==> src/design/tbpg_pkg.sv <==
// Package for the two-button press gesture decoder.
// Holds the shared types, constants and the hold-time compare function.
// No dependencies.
package tbpg_pkg;

  // Width of the tick counter that elapsed time wraps at.
  localparam int unsigned TimeBits = 32;
  localparam int unsigned TicksBits = 32;
  localparam int unsigned CmpBits = (TimeBits > TicksBits) ? TimeBits : TicksBits;

  localparam logic [TicksBits-1:0] LongPressReset = 32'd1000000;

  typedef logic [TimeBits-1:0] time_t;

  // Button pattern, left in bit 1 and right in bit 0.
  typedef enum logic [1:0] {
    PatNone  = 2'b00,
    PatRight = 2'b01,
    PatLeft  = 2'b10,
    PatBoth  = 2'b11
  } btn_pat_e;

  typedef struct packed {
    logic  left_was_pressed;
    logic  right_was_pressed;
    time_t left_press_start;
    time_t right_press_start;
    logic  left_long_done;
    logic  right_long_done;
  } state_t;

  typedef struct packed {
    logic left_long_event;
    logic right_long_plain;
    logic right_long_modified;
    logic left_tap_trigger;
    logic right_tap_trigger;
    logic left_toggle;
    logic right_toggle;
  } result_t;

  // True when the wrapped elapsed time reaches the threshold.
  function automatic logic held_long_enough(time_t now, time_t start,
                                            logic [TicksBits-1:0] thr);
    time_t              elapsed;
    logic [CmpBits-1:0] elapsed_w;
    logic [CmpBits-1:0] thr_w;
    elapsed   = now - start;
    elapsed_w = CmpBits'(elapsed);
    thr_w     = CmpBits'(thr);
    return elapsed_w >= thr_w;
  endfunction

endpackage

==> src/design/tbpg_step.sv <==
// Combinational step of the gesture decoder: next state and result flags.
// Depends on tbpg_pkg.
module tbpg_step (
  input  logic                             left_pressed_i,
  input  logic                             right_pressed_i,
  input  logic                             pedal_held_i,
  input  tbpg_pkg::time_t                  now_i,
  input  logic [tbpg_pkg::TicksBits-1:0]   long_press_ticks_i,
  input  tbpg_pkg::state_t                 state_i,
  output tbpg_pkg::state_t                 state_o,
  output tbpg_pkg::result_t                result_o
);

  tbpg_pkg::btn_pat_e prev_pat;

  always_comb begin
    state_o  = state_i;
    result_o = '0;
    prev_pat = tbpg_pkg::btn_pat_e'({state_i.left_was_pressed, state_i.right_was_pressed});

    // A rising edge starts a new hold.
    if (left_pressed_i && !state_i.left_was_pressed) begin
      state_o.left_press_start = now_i;
      state_o.left_long_done   = 1'b0;
    end
    if (right_pressed_i && !state_i.right_was_pressed) begin
      state_o.right_press_start = now_i;
      state_o.right_long_done   = 1'b0;
    end

    // Long press fires once per hold.
    if (left_pressed_i && !state_o.left_long_done &&
        tbpg_pkg::held_long_enough(now_i, state_o.left_press_start, long_press_ticks_i)) begin
      result_o.left_long_event = 1'b1;
      state_o.left_long_done   = 1'b1;
    end
    if (right_pressed_i && !state_o.right_long_done &&
        tbpg_pkg::held_long_enough(now_i, state_o.right_press_start, long_press_ticks_i)) begin
      result_o.right_long_modified = pedal_held_i;
      result_o.right_long_plain    = !pedal_held_i;
      state_o.right_long_done      = 1'b1;
    end

    // Full release decides on the previous pattern.
    if (!left_pressed_i && !right_pressed_i) begin
      unique case (prev_pat)
        tbpg_pkg::PatNone: begin
        end
        tbpg_pkg::PatRight: begin
          if (!state_o.right_long_done) begin
            result_o.right_tap_trigger = pedal_held_i;
            result_o.right_toggle      = !pedal_held_i;
          end
          state_o.right_long_done = 1'b0;
        end
        tbpg_pkg::PatLeft: begin
          if (!state_o.left_long_done) begin
            result_o.left_tap_trigger = pedal_held_i;
            result_o.left_toggle      = !pedal_held_i;
          end
          state_o.left_long_done = 1'b0;
        end
        default: begin
          if (!state_o.left_long_done && !state_o.right_long_done) begin
            result_o.left_toggle  = 1'b1;
            result_o.right_toggle = 1'b1;
          end
          state_o.left_long_done  = 1'b0;
          state_o.right_long_done = 1'b0;
        end
      endcase
    end

    state_o.left_was_pressed  = left_pressed_i;
    state_o.right_was_pressed = right_pressed_i;
  end

endmodule

==> src/design/tbpg_out_buf.sv <==
// Output register with a skid stage for the gesture decoder results.
// Depends on tbpg_pkg.
module tbpg_out_buf (
  input  logic              clk_i,
  input  logic              rst_ni,
  input  logic              push_i,
  input  tbpg_pkg::result_t data_i,
  output logic              full_o,
  output logic              out_valid_o,
  input  logic              out_stall_i,
  output tbpg_pkg::result_t out_data_o
);

  logic              out_valid_q, out_valid_d;
  logic              skid_valid_q, skid_valid_d;
  tbpg_pkg::result_t out_data_q, out_data_d;
  tbpg_pkg::result_t skid_data_q, skid_data_d;
  logic              out_free;

  assign out_free = !out_valid_q || !out_stall_i;

  always_comb begin
    out_valid_d  = out_valid_q;
    skid_valid_d = skid_valid_q;
    out_data_d   = out_data_q;
    skid_data_d  = skid_data_q;
    if (out_free) begin
      if (skid_valid_q) begin
        out_valid_d  = 1'b1;
        out_data_d   = skid_data_q;
        skid_valid_d = 1'b0;
      end else begin
        out_valid_d = push_i;
        out_data_d  = data_i;
      end
    end else if (push_i) begin
      skid_valid_d = 1'b1;
      skid_data_d  = data_i;
    end
  end

  always_ff @(posedge clk_i or negedge rst_ni) begin
    if (!rst_ni) begin
      out_valid_q  <= 1'b0;
      skid_valid_q <= 1'b0;
    end else begin
      out_valid_q  <= out_valid_d;
      skid_valid_q <= skid_valid_d;
    end
  end

  always_ff @(posedge clk_i) begin
    out_data_q  <= out_data_d;
    skid_data_q <= skid_data_d;
  end

  assign full_o      = skid_valid_q;
  assign out_valid_o = out_valid_q;
  assign out_data_o  = out_data_q;

endmodule

==> src/design/two_button_press_gesture_decoder_unit.sv <==
// Top level of the two-button press gesture decoder.
// Depends on tbpg_pkg, tbpg_step and tbpg_out_buf.
//
//   Channel | Handshake               | Payload
//   --------+-------------------------+-------------------------------------------
//   input   | in_valid_i / in_stall_o | left_pressed_i, right_pressed_i,
//           |                         | pedal_held_i, now_ticks_i
//   output  | out_valid_o/out_stall_i | seven result flags
//   config  | cfg_we_i                | cfg_wdata_i (long_press_ticks)
//
// Each sample's result is registered in the output register behind the
// subtract-and-compare logic, or in the skid stage while the output is stalled;
// a new sample can be accepted every cycle while in_stall_o is low.
// Reset clears the button history, the long-press flags and both buffer slots,
// and loads the threshold with its default of one million ticks.
// When the output is stalled, one more result is held in a skid stage, after
// which in_stall_o goes high until the output drains.
module two_button_press_gesture_decoder_unit (
  input  logic        clk_i,
  input  logic        rst_ni,
  input  logic        cfg_we_i,
  input  logic [31:0] cfg_wdata_i,
  input  logic        in_valid_i,
  output logic        in_stall_o,
  input  logic        left_pressed_i,
  input  logic        right_pressed_i,
  input  logic        pedal_held_i,
  input  logic [31:0] now_ticks_i,
  output logic        out_valid_o,
  input  logic        out_stall_i,
  output logic        left_long_event_o,
  output logic        right_long_plain_o,
  output logic        right_long_modified_o,
  output logic        left_tap_trigger_o,
  output logic        right_tap_trigger_o,
  output logic        left_toggle_o,
  output logic        right_toggle_o
);

  logic [tbpg_pkg::TicksBits-1:0] long_press_ticks_q;
  tbpg_pkg::state_t               state_q, state_d;
  tbpg_pkg::result_t              step_result;
  tbpg_pkg::result_t              out_result;
  tbpg_pkg::time_t                now;
  logic                           buf_full;
  logic                           in_xfer;

  // A transfer on the input side happens whenever in_valid_i is high and the skid stage is empty.
  assign in_stall_o = buf_full;
  assign in_xfer    = in_valid_i && !buf_full;
  assign now        = tbpg_pkg::TimeBits'(now_ticks_i);

  always_ff @(posedge clk_i or negedge rst_ni) begin
    if (!rst_ni) begin
      long_press_ticks_q <= tbpg_pkg::LongPressReset;
    end else if (cfg_we_i) begin
      long_press_ticks_q <= cfg_wdata_i;
    end
  end

  tbpg_step u_step (
    .left_pressed_i     (left_pressed_i),
    .right_pressed_i    (right_pressed_i),
    .pedal_held_i       (pedal_held_i),
    .now_i              (now),
    .long_press_ticks_i (long_press_ticks_q),
    .state_i            (state_q),
    .state_o            (state_d),
    .result_o           (step_result)
  );

  // Decoder state advances only on an input transfer.
  always_ff @(posedge clk_i or negedge rst_ni) begin
    if (!rst_ni) begin
      state_q <= '0;
    end else if (in_xfer) begin
      state_q <= state_d;
    end
  end

  tbpg_out_buf u_out_buf (
    .clk_i       (clk_i),
    .rst_ni      (rst_ni),
    .push_i      (in_xfer),
    .data_i      (step_result),
    .full_o      (buf_full),
    .out_valid_o (out_valid_o),
    .out_stall_i (out_stall_i),
    .out_data_o  (out_result)
  );

  assign left_long_event_o     = out_result.left_long_event;
  assign right_long_plain_o    = out_result.right_long_plain;
  assign right_long_modified_o = out_result.right_long_modified;
  assign left_tap_trigger_o    = out_result.left_tap_trigger;
  assign right_tap_trigger_o   = out_result.right_tap_trigger;
  assign left_toggle_o         = out_result.left_toggle;
  assign right_toggle_o        = out_result.right_toggle;

endmodule

==> config.mk <==
export PLATFORM = sky130hd
export DESIGN_NAME = two_button_press_gesture_decoder_unit
export DESIGN_NICKNAME = d
export VERILOG_FILES = /design/src/design/tbpg_pkg.sv /design/src/design/tbpg_step.sv /design/src/design/tbpg_out_buf.sv /design/src/design/two_button_press_gesture_decoder_unit.sv
export SDC_FILE = /design/constraint.sdc
export NUM_CORES = 1
export LEC_CHECK = 0
export ABC_AREA = 0
export BUFFER_PORTS_ARGS = -buffer_cell sky130_fd_sc_hd__buf_2
export CAP_MARGIN = 40
export CORE_ASPECT_RATIO = 1.2
export CORE_MARGIN = 1.5
export CORE_UTILIZATION = 30
export CTS_BUF_LIST = sky130_fd_sc_hd__clkbuf_8
export DETAILED_ROUTE_END_ITERATION = 10
export SYNTH_ARGS = -nofsm -noshare
export SYNTH_HDL_FRONTEND = slang
export SYNTH_SLANG_ARGS = --single-unit
export TNS_END_PERCENT = 1
==> constraint.sdc <==
create_clock -name clk_i -period 14.19 [get_ports clk_i]
set_input_delay 1.419 -clock clk_i [delete_from_list [all_inputs] [get_ports clk_i]]
set_output_delay 1.419 -clock clk_i [all_outputs]
set_load 0.01 [all_outputs]
After elaboration in Yosys (flattened, before gate mapping)
Index checks and enable logic that the tools add are counted.
{ "word_totals": {"regBits": 116, "inputBits": 72, "out_inout_bits": 9} }
{ "op_classes": {"add_sub_neg": 2, "order_cmp": 2, "eq_ne": 2, "mux": 25, "bitwise_logic": 1, "reduce_logical": 27} }
{ "ops": {"columns": ["cell", "n"], "rows": [
  [">= comparator 32 bit", 2],
  ["2-to-1 mux 32 bit", 2],
  ["subtractor 32 bit", 2],
  ["2-to-1 mux 1 bit", 16],
  ["zero test 1 bit", 12],
  ["logical AND 1 bit", 9],
  ["2-to-1 mux 7 bit", 1],
  ["2-to-1 mux 2 bit", 3],
  ["2-to-1 mux 4 bit", 1],
  ["one-hot mux 1 bit (2 select lines)", 2],
  ["OR reduction 2 bit", 2],
  ["== test 2 x 1 -> 1 bit (second input constant)", 1],
  ["== test 2 bit (second input constant)", 1],
  ["zero test 2 bit", 1],
  ["AND reduction 2 bit", 1],
  ["nonzero test 2 bit", 1],
  ["logical OR 1 bit", 1],
  ["inverter 1 bit", 1]
]} }

Longest topological paths before layout
Gate-level depths: netlist (run 1).
{ "logic_depth": {"ltp_word": 13, "mapped_depth": 30, "mapped_depth_nobuf": 26} }

Hierarchy
A second synthesis (run 1) with hierarchy kept.
{ "hier_totals": {"hier_cells": 1170, "area_unflattened_um2": 10741.6} }
{ "by_module_without_submodules": {"columns": ["mod", "n_inst", "cells_per_inst", "area_each_um2", "seq_area_each_um2"], "rows": [
  ["tbpg_step", 1, 929, 6358.6, 0.0],
  ["two_button_press_gesture_decoder_unit", 1, 213, 3766.1, 2511.2],
  ["tbpg_out_buf", 1, 28, 616.8, 470.5]
]} }

Worst setup path after synthesis (run 1)
OpenSTA, ideal clock, no wires.
{ "synth_timing": {"kind": "in2reg", "startpoint": "input port left_pressed_i", "endpoint": "register u_out_buf.out_data_q (netlist bit u_out_buf.out_data_o[6]), data pin", "setup_time_ns": 0.256, "arrival_time_ns": 6.385, "path_slack_ns": 7.549, "path_stages": 25, "path_buffers": 4, "path_cell_list": "clkbuf_2 -> nand2b_1 -> clkbuf_1 -> clkbuf_1 -> clkbuf_1 -> mux2i_1 -> ha_1 -> nor4bb_1 -> a311oi_1 -> o41ai_1 -> and2_1 -> a311o_1 -> a211oi_2 -> o21ai_2 -> a21o_1 -> a21oi_2 -> xnor2_1 -> ha_1 -> a21o_1 -> a21o_1 -> a21oi_1 -> o21ai_0 -> a2111oi_0 -> a21oi_1 -> a22o_1"} }
{ "synth_between": {"elab_chain_cells": 7} }
{ "synth_lines": {"columns": ["item", "line_no", "rtl"], "rows": [
  ["start: declaration", "two_button_press_gesture_decoder_unit.sv:25", "input logic left_pressed_i,"],
  ["logical AND 1 bit", "tbpg_step.sv:22", "if (left_pressed_i && !state_i.left_was_pressed) begin"],
  ["2-to-1 mux 32 bit / 2-to-1 mux 1 bit (equally long branches)", "tbpg_step.sv:22", null],
  ["subtractor 32 bit / zero test 1 bit (equally long branches)", "tbpg_pkg.sv:48, tbpg_step.sv:32", null],
  [">= comparator 32 bit / logical AND 1 bit (equally long branches)", "tbpg_pkg.sv:51, tbpg_step.sv:32", null],
  ["logical AND 1 bit *", "tbpg_step.sv:32", "if (left_pressed_i && !state_o.left_long_done &&"],
  ["2-to-1 mux 1 bit *", "tbpg_step.sv:32", null],
  ["2-to-1 mux 7 bit *", "tbpg_out_buf.sv:28", "if (skid_valid_q) begin"],
  ["end signal: assignment", "tbpg_out_buf.sv:53", "out_data_q <= out_data_d;"],
  ["end: declaration", "tbpg_out_buf.sv:16", "tbpg_pkg::result_t out_data_q, out_data_d;"]
]} }
Mark *: on every way between the ends. The rest lies on a longest branch, timed or not.
A chain may end at the register's enable or synchronous reset.

Worst setup path in the final report (run 1)
Same ends and word-level chain as after synthesis.

==> results of run 1 <==
area by class of cell:
cell class	count	area share
multi-input cells	855	0.580
flip-flops and latches	116	0.265
clock buffers	17	0.0208
well taps	407	0.0453
clock inverters	15	0.0205
repair buffers	90	0.0477
inverters	59	0.0197
critical path, stage by stage:
cell       delay [ps]
buf_2             160
and2b_1           470
buf_4             370
or2_2             330
ha_1              270
a221oi_1          260
o22ai_1           150
a22oi_2           350
a21oi_1           200
a41oi_2           300
a21boi_0          170
or2_2             340
a211oi_2          220
xnor2_1           100
ha_1              180
a21o_1            170
a21o_1            170
a21oi_1           120
o21ai_0           120
a2111oi_0         750
a21oi_1           210
a22o_1            220
state kept, by name (all words and copies together), names as in the netlist:
register / cells
u_out_buf.skid_data_q: 7
u_out_buf.full_o: 1
u_out_buf.out_valid_o: 1
long_press_ticks_q: 32
u_out_buf.out_data_o: 7
state_q: 68
final timing paths:
path | slack [ps] | cells past startpoint | end
max | 7340 | 22 | u_out_buf.out_data_o[6]
min | 510 | 1 | state_q[25]
max reg2reg | 7880 | 21 | u_out_buf.out_data_o[6]
min reg2reg | 510 | 1 | state_q[25]
max in group asynchronous | 12200 | 3 | long_press_ticks_q[27]
min in group asynchronous | 870 | 1 | state_q[13]
cell usage in the layout (no fill, tap or decap), types with 8 or more instances in the layout:
cell	synthesis	layout
a21o_1	67	67
a21oi_1	70	70
a31oi_1	13	13
and3_1	8	8
buf_2	5	79
clkbuf_8	0	17
dfrtp_1	95	95
edfxtp_1	14	14
ha_1	116	116
inv_1	59	60
mux2_2	62	62
mux2i_1	49	49
nand2_1	94	94
nand2b_1	14	13
nand3_1	18	18
nand4_1	18	18
nor2_1	54	52
nor2b_1	14	14
nor3_1	8	8
o21ai_0	77	77
o21bai_1	11	11
xnor2_1	42	42
xor2_1	25	25
per-layer routing:
layer | routed length [um] | GRT usage | share of wire
met5 | 12 | 0 | 0.00045
met2 | 12900 | 0.278 | 0.48
met4 | 1050 | 0.0816 | 0.039
met1 | 11600 | 0.190 | 0.44
met3 | 1120 | 0.0335 | 0.042
stage by stage:
stage               setup slack [ps]  instance area [um2]  utilization
floorplan                       7550                 9890            -
detailed placement              6930                10800        0.333
finish                          7340                11200        0.347
global route                    6960                11200        0.347
CTS                             7430                11200        0.347
global placement                7080                10700        0.330
logic make-up (layout without fill, tap and decap cells):
group	after synthesis	after routing
adders and majority gates	122	122
DFF	116	116
muxes	111	111
and+or+nand+nor	251	251
AOI/OAI and AO/OA	304	304
xor gates and xnor gates	67	67
buffers and inverters	105	181
power breakdown:
| part | leakage (uW) | switching (uW) | total, uW | internal (uW) |
|---|---|---|---|---|
| Sequential | 0.00135 | 44.4 | 452 | 408 |
| Combinational | 0.00373 | 529 | 963 | 434 |
| Clock | 0.000229 | 161 | 372 | 211 |
==> results.sh, run 1 <==
export IMPL_ctsResizeCount=0
export IMPL_gr_usage_all_layers=0.162
export IMPL_p_leak_uw=0.00531
export IMPL_area_delta_synth_final_pct=13.5
export IMPL_finalHoldViolCount=0
export IMPL_fmax_ghz=0.146
export IMPL_synth_fa_ha_area_frac=0.153
export IMPL_worstSetupStartpointType="primary input"
export IMPL_synthSimpleGateAreaFrac=0.122
export IMPL_clkSinkCount=116
export IMPL_synth_distinct_cells=73
export IMPL_cp_max_fo=19
export IMPL_dp_cells=1527
export IMPL_num_vias=8197
export IMPL_r2r_start="state_q[67]"
export IMPL_io_buffer_count=80
export IMPL_ir_drop_mv=0.0767
export IMPL_routedWlPerCell_um=17.1
export IMPL_max_clock_path_buffers=2
export IMPL_startpoint="left_pressed_i"
export IMPL_tns_ps=0
export IMPL_gp_congestion=0.887
export IMPL_grt_max_degree=44
export IMPL_rsz0062_at_grt="no"
export IMPL_post_cts_buffers=0
export IMPL_drt_iter0_drc=421
export IMPL_slew_headroom=0.425
export IMPL_synth_area_leaders="dfrtp_1 (24%), ha_1 (15%), mux2_2 (7.1%)"
export IMPL_syn_inst=1076
export IMPL_synth_top_family_by_area="compound AO/OA/AOI/OAI gates"
export IMPL_routed_wl_um=26700
export IMPL_drive_gt1_frac=0.183
export IMPL_arrival_ps=7090
export IMPL_cts_hold_buf=0
export IMPL_end_kind="register"
export IMPL_finalClockSkew_ps=20.1
export IMPL_period_minus_slack_ps=6850
export IMPL_synth_compound_area_frac=0.203
export IMPL_start_util=0.306
export IMPL_cts_max_level=4
export IMPL_synth_most_common_cell="ha_1"
export IMPL_path_clk_slew_ps=90
export IMPL_antenna_cells=0
export IMPL_cts_inserted_buffers=17
export IMPL_clock_latency_ps=480
export IMPL_fin_cells=1559
export IMPL_cap_violations=0
export IMPL_synth_edf_count=14
export IMPL_finalPower_uw=1790
export IMPL_synthMuxAreaShare=0.120
export IMPL_worstPathRequired_ps=14430
export IMPL_grt_first_pass_wirelength_um=43200
export IMPL_seqCellArea_mm2=0.00298
export IMPL_clock_root_buffer="clkbuf_8"
export IMPL_status="finished clean"
export IMPL_netlist_area_mm2=0.00989
export IMPL_row_count=72
export IMPL_die_area_mm2=0.0341
export IMPL_viasPerCell=5.26
export IMPL_fin_nets=1327
export IMPL_dr_pass1_iters=7
export IMPL_ys_warn_count=0
export IMPL_synthXorXnorAreaFrac=0.0593
export IMPL_coreArea_mm2=0.0323
export IMPL_ios=81
export IMPL_nFillCells=3253
export IMPL_die_x_um=169
export IMPL_synth_top_cell_by_area="dfrtp_1"
export IMPL_ys_seq_area_frac=0.301
export IMPL_hold_ws_ps=509
export IMPL_worstMarginPinSlew_ps=841
export IMPL_syn_num_nets=1264
export IMPL_drtAntennaViolNets=0
export IMPL_synth_area_per_cell_um2=9.19
export IMPL_overflow=0
export IMPL_synthFlopType="dfrtp_1"
export IMPL_power_density_mw_per_mm2=159
export IMPL_async_reset_ff_frac=0.879
export IMPL_drcViolationCount=0
export IMPL_final_max_slew_violation_count=0
export IMPL_setup_viol=0
export IMPL_grt_pass1_vias=8305
export IMPL_cts_tree="built"
export IMPL_hold_start="state_q[25]"
export IMPL_synth_top_area_share=0.240
export IMPL_multi_input_area_mm2=0.00652
export IMPL_die_y_um=202
export IMPL_ys_ff_latch=116
export IMPL_fin_crit_sh=0.483
export IMPL_synthTopCellsByCount="ha_1 (116), dfrtp_1 (95), nand2_1 (94), o21ai_0 (77), a21oi_1 (70)"
export IMPL_hold_path_class="reg -> reg"
export IMPL_place_hpwl_um=20800
export IMPL_antenna_found_initial=2
export IMPL_path_class="in -> reg"
Power figures use the tool's default switching activity.
==> run 2: changes to the inputs <==
- clock period: 14.19 -> 6.5 ns (I/O delays scaled with it)
==> results.sh, run 2 (same netlist as run 1, synthesis figures left out) <==
export IMPL_status="finished clean"
export IMPL_fin_crit_sh=0.910
export IMPL_power_switching_uw=1610
export IMPL_internal_power_uw=2190
export IMPL_dr_pass1_iters=5
export IMPL_top_layer_used="met4"
export IMPL_hold_path_class="in -> async"
export IMPL_worstMarginPinSlew_ps=707
export IMPL_cpLargestDelayFamily="compound AO/OA/AOI/OAI gates"
export IMPL_io_buffer_count=80
export IMPL_rsz0062_at_grt="no"
export IMPL_cp_slowest_stage_delay_ps=650
export IMPL_grt_first_pass_wirelength_um=43400
export IMPL_post_cts_buffers=0
export IMPL_antenna_found_initial=1
export IMPL_gp_congestion=0.904
export IMPL_clock_latency_ps=480
export IMPL_largest_register_ffs=68
export IMPL_drtAntennaViolNets=0
export IMPL_overflow=0
export IMPL_power_density_mw_per_mm2=341
export IMPL_cts_inserted_buffers=17
export IMPL_switching_share=0.423
export IMPL_path_class="reg -> reg"
export IMPL_area_delta_synth_final_pct=12.6
export IMPL_cts_hold_buf=0
export IMPL_fmax_ghz=0.169
export IMPL_num_vias=8172
export IMPL_drt_iter0_drc=526
export IMPL_crit_chain="and2b_1 -> buf_4 -> mux2i_1 -> ha_1 -> and3_1 -> a311o_1 -> a31oi_1 -> o21ai_1 -> a211oi_2 -> o21ai_2 -> a21o_1 -> a21oi_2 -> xnor2_1 -> ha_1 -> a21o_1 -> a21o_1 -> a21oi_1 -> o21ai_0 -> a2111oi_0 -> buf_4 -> a21oi_1 -> a22o_1"
export IMPL_arrival_ps=6150
export IMPL_grt_pass1_vias=8317
export IMPL_finalClockSkew_ps=25.3
export IMPL_drcViolationCount=0
export IMPL_cp_max_fo=24
export IMPL_power_clock_fraction=0.183
export IMPL_final_cell_mix="ha_1 (116), dfrtp_1 (95), nand2_1 (94)"
export IMPL_end_kind="register"
export IMPL_gr_usage_all_layers=0.163
export IMPL_die_x_um=169
export IMPL_max_clock_path_buffers=2
export IMPL_drive_gt1_frac=0.185
export IMPL_cts_max_level=4
export IMPL_worstSetupStartpointType="register"
export IMPL_wl_met1_um=11800
export IMPL_largest_register="state_q"
export IMPL_slew_headroom=0.529
export IMPL_die_area_mm2=0.0341
export IMPL_critPathMostFrequentCell="a21o_1"
export IMPL_die_y_um=202
export IMPL_utilization=0.344
export IMPL_period_minus_slack_ps=5910
export IMPL_path_clk_slew_ps=90
export IMPL_viasPerCell=5.23
export IMPL_cts_tree="built"
export IMPL_routedWlPerCell_um=17.1
export IMPL_ir_drop_mv=0.162
export IMPL_slowest_stage="and2b_1"
export IMPL_reg_top3="state_q x68, long_press_ticks_q x32"
export IMPL_worstPathRequired_ps=6740
export IMPL_ctsResizeCount=0
export IMPL_power_frac_seq=0.259
export IMPL_setup_viol=0
export IMPL_grt_max_degree=55
export IMPL_row_count=72
export IMPL_ios=81
export IMPL_dr_wl_met3_um=982
export IMPL_power_frac_comb=0.557
export IMPL_clock_root_buffer="clkbuf_8"
export IMPL_start_util=0.306
export IMPL_final_max_slew_violation_count=0
export IMPL_place_hpwl_um=21000
export IMPL_path_buf_inv=2
export IMPL_fin_nets=1330
export IMPL_layout_commonest_cell="ha_1"
export IMPL_tns_ps=0
export IMPL_routed_wl_um=26800
export IMPL_finalHoldViolCount=0
export IMPL_wl_met2_um=13100
export IMPL_coreArea_mm2=0.0323
export IMPL_cap_violations=0
export IMPL_clkSinkCount=116
export IMPL_p_leak_uw=0.00527
## run 2: layout make-up
cell class	instances	area, um2
fillers	3268	21200
multi-input cells	855	6520
flip-flops and latches	116	2980
repair buffers	93	513
well taps	407	509
clock buffers	17	234
inverters	59	221
clock inverters	15	156
diodes	1	2.50
## run 2: layer usage
layer	global-route usage	vias to the layer above
met5	0	-
met4	0.0768	0
met3	0.0311	49
met2	0.280	183
met1	0.195	3893
li1	-	4047
## run 2: through the flow
stage / hold WS [ps] / instances / setup WS [ps] / instance area (um2) / power, uW
3_3_place_gp: 489 / 1529 / 402 / 10700 / 3050
2_1_floorplan: 354 / 1076 / 628 / 9890 / 2560
6_report: 231 / 1563 / 586 / 11100 / 3790
3_5_place_dp: 495 / 1530 / 312 / 10700 / 3100
5_1_grt: 276 / 1562 / 205 / 11100 / 4120
4_1_cts: 227 / 1562 / 580 / 11100 / 3820
## run 2: power groups by stage
stage | sequential, uW | clock, uW | combinational (uW)
after floorplan | 974 | 0 | 1590
after global placement | 992 | 0 | 2060
after detailed placement | 996 | 0 | 2100
after CTS | 982 | 720 | 2110
after global routing | 1000 | 754 | 2370
final | 983 | 696 | 2110
## run 2: path summary, 6_finish.rpt
| check | startpoint | end | slack (ps) | depth (start not counted) |
|---|---|---|---|---|
| worst max-delay path | state_q[67] | u_out_buf.out_data_o[6] | 590 | 22 |
| worst min-delay path | rst_ni | state_q[17] | 230 | 1 |
| worst max register to register | state_q[67] | u_out_buf.out_data_o[6] | 590 | 22 |
| worst min register to register | state_q[18] | state_q[18] | 510 | 1 |
| max in group asynchronous | rst_ni | state_q[65] | 5100 | 2 |
| min in group clk_i | cfg_wdata_i[25] | long_press_ticks_q[25] | 380 | 3 |
==> run 3: changes to the inputs <==
- ABC_AREA: 0 -> 1
==> results.sh, run 3 <==
export IMPL_clkSinkCount=116
export IMPL_synth_fa_ha_area_frac=0.140
export IMPL_largest_register_ffs=68
export IMPL_final_cell_mix="nand2_1 (387), inv_1 (184), o21ai_0 (176)"
export IMPL_synthTopCellsByCount="nand2_1 (387), inv_1 (184), o21ai_0 (176), ha_1 (116), a21oi_1 (110)"
export IMPL_cts_hold_buf=0
export IMPL_cts_inserted_buffers=17
export IMPL_antenna_found_initial=0
export IMPL_synth_top_family_by_area="simple AND/OR/NAND/NOR gates"
export IMPL_synth_edf_count=14
export IMPL_die_x_um=173
export IMPL_gr_usage_all_layers=0.189
export IMPL_cp_max_fo=44
export IMPL_grt_first_pass_wirelength_um=51800
export IMPL_gp_congestion=0.916
export IMPL_setup_viol=0
export IMPL_slew_headroom=0.407
export IMPL_cp_slowest_stage_delay_ps=570
export IMPL_ios=81
export IMPL_nFillCells=3814
export IMPL_syn_num_nets=1674
export IMPL_start_util=0.304
export IMPL_power_density_mw_per_mm2=319
export IMPL_fin_crit_sh=0.770
export IMPL_synth_top_cell_by_area="dfrtp_1"
export IMPL_dp_cells=1995
export IMPL_rsz0062_at_grt="no"
export IMPL_tns_ps=0
export IMPL_overflow=0
export IMPL_end_kind="register"
export IMPL_path_clk_slew_ps=80
export IMPL_ys_ff_latch=116
export IMPL_finalHoldViolCount=0
export IMPL_synth_top_area_share=0.229
export IMPL_arrival_ps=5330
export IMPL_design_area_mm2=0.0117
export IMPL_hold_path_class="in -> async"
export IMPL_synth_most_common_cell="nand2_1"
export IMPL_synth_compound_area_frac=0.192
export IMPL_path_class="reg -> reg"
export IMPL_synthMuxAreaShare=0.00688
export IMPL_ys_warn_count=0
export IMPL_fin_nets=1746
export IMPL_worstMarginPinSlew_ps=890
export IMPL_synth_distinct_cells=47
export IMPL_place_hpwl_um=27300
export IMPL_num_vias=9830
export IMPL_cpLargestDelayFamily="simple AND/OR/NAND/NOR gates"
export IMPL_final_max_slew_violation_count=0
export IMPL_synthFlopType="dfrtp_1"
export IMPL_routed_wl_um=32700
export IMPL_status="finished clean"
export IMPL_post_cts_buffers=0
export IMPL_async_reset_ff_frac=0.879
export IMPL_placed_cell_area_mm2=0.0113
export IMPL_worstSetupStartpointType="register"
export IMPL_viasPerCell=4.85
export IMPL_ir_drop_mv=0.104
export IMPL_netlist_area_mm2=0.0104
export IMPL_synthXorXnorAreaFrac=0.0364
export IMPL_drt_iter0_drc=635
export IMPL_coreArea_mm2=0.0341
export IMPL_ys_seq_area_frac=0.288
export IMPL_period_minus_slack_ps=5000
export IMPL_critPathMostFrequentCell="nand2_1"
export IMPL_io_buffer_count=80
export IMPL_clock_root_buffer="clkbuf_8"
export IMPL_r2r_setup_slack_ps=1500
export IMPL_grt_pass1_vias=9561
export IMPL_cap_violations=0
export IMPL_p_leak_uw=0.00586
export IMPL_max_clock_path_buffers=2
export IMPL_cts_max_level=4
export IMPL_synthSimpleGateAreaFrac=0.254
export IMPL_ctsResizeCount=0
export IMPL_drive_gt1_frac=0.114
export IMPL_worstPathRequired_ps=6830
export IMPL_largest_register="state_q"
export IMPL_syn_inst=1486
export IMPL_fmax_ghz=0.200
export IMPL_synth_area_leaders="dfrtp_1 (23%), nand2_1 (14%), ha_1 (14%)"
export IMPL_synth_area_per_cell_um2=6.97
export IMPL_path_buf_inv=3
export IMPL_die_y_um=207
export IMPL_finalClockSkew_ps=11.6
export IMPL_drcViolationCount=0
export IMPL_area_delta_synth_final_pct=12.7
export IMPL_fin_cells=2027
export IMPL_antenna_cells=0
export IMPL_drtAntennaViolNets=0
export IMPL_dr_pass1_iters=7
export IMPL_layout_commonest_cell="nand2_1"
export IMPL_die_area_mm2=0.0357
export IMPL_clock_latency_ps=470
export IMPL_slowest_stage="inv_2"
export IMPL_grt_max_degree=64
export IMPL_row_count=74
export IMPL_routedWlPerCell_um=16.2
export IMPL_reg_top3="state_q x68, long_press_ticks_q x32"
export IMPL_cts_tree="built"
## run 3: changes by cell type after synthesis, sizes merged, moves of 43 or more
cell,change
nand2,+306
inv,+133
o21ai,+110
a21o,-64
nor2,+63
mux2,-61
a21oi,+45
nand3,+44
mux2i,-43
## run 3: where the power goes
part / internal, uW / total [uW] / leakage (uW) / switching (uW)
clock: 342 / 688 / 0.000188 / 346
combinational: 741 / 2090 / 0.00429 / 1350
sequential: 874 / 940 / 0.00138 / 66.5
## run 3: final timing paths
check,start,endpoint,cells after the start
worst max-delay path,state_q[66],u_out_buf.skid_data_q[1],26
worst min-delay path,rst_ni,state_q[58],1
worst max register to register,state_q[66],u_out_buf.skid_data_q[1],26
worst min register to register,state_q[42],state_q[42],2
max in group asynchronous,rst_ni,long_press_ticks_q[6],3
min in group clk_i,in_valid_i,u_out_buf.out_valid_o,3
## run 3: worst register-to-register path, stage by stage, from the launching register on
cell and delay, ps:
dfrtp_1 430, inv_2 100, nand2_2 270, inv_2 580, o21ai_0 180, ha_1 360, nand2_1 190, nor2_1 70
nor2_1 190, a21boi_0 250, o21ai_2 140, a21oi_1 210, inv_1 60, nand2_1 60, nand2_1 50, ha_1 280
a21oi_1 150, nor2_1 50, nor2_1 100, nand2_1 70, a21oi_1 180, nand3_1 210, a21oi_1 270, nand2_1 90
nand2_1 110, nand2_1 80, a21oi_1 140
## run 3: final cells by class
| cell class | count | area [um2] | share of cell area |
|---|---|---|---|
| multi-input combinational | 1146 | 6520 | 0.559 |
| clock inverter | 15 | 156 | 0.0134 |
| tap | 456 | 571 | 0.0489 |
| inverter | 192 | 721 | 0.0617 |
| clock buffer | 17 | 234 | 0.0200 |
| timing repair buffer | 85 | 485 | 0.0416 |
| sequential | 116 | 2980 | 0.255 |
## run 3: through the flow
stage	util	hold WS (ps)	power [uW]	setup WS [ps]
floorplan	-	354	2430	2650
global placement	0.329	464	2990	1220
detailed placement	0.331	468	3030	1230
CTS	0.343	120	3750	1520
global route	0.343	143	4080	819
finish	0.343	132	3720	1500
## run 3: layer usage
metal / global-route usage / part of all wire
met4: 0.0777 / 0.033
met2: 0.367 / 0.52
met3: 0.0275 / 0.035
met5: 0 / 0
met1: 0.204 / 0.41
## run 3: logic make-up after synthesis
kind of cell	after synthesis
buffers and inverters	224
AO/OA/AOI/OAI	358
XOR/XNOR	43
multiplexers	7
AND/OR/NAND/NOR	622
flip-flops	116
adder cells (fa/ha/maj)	116
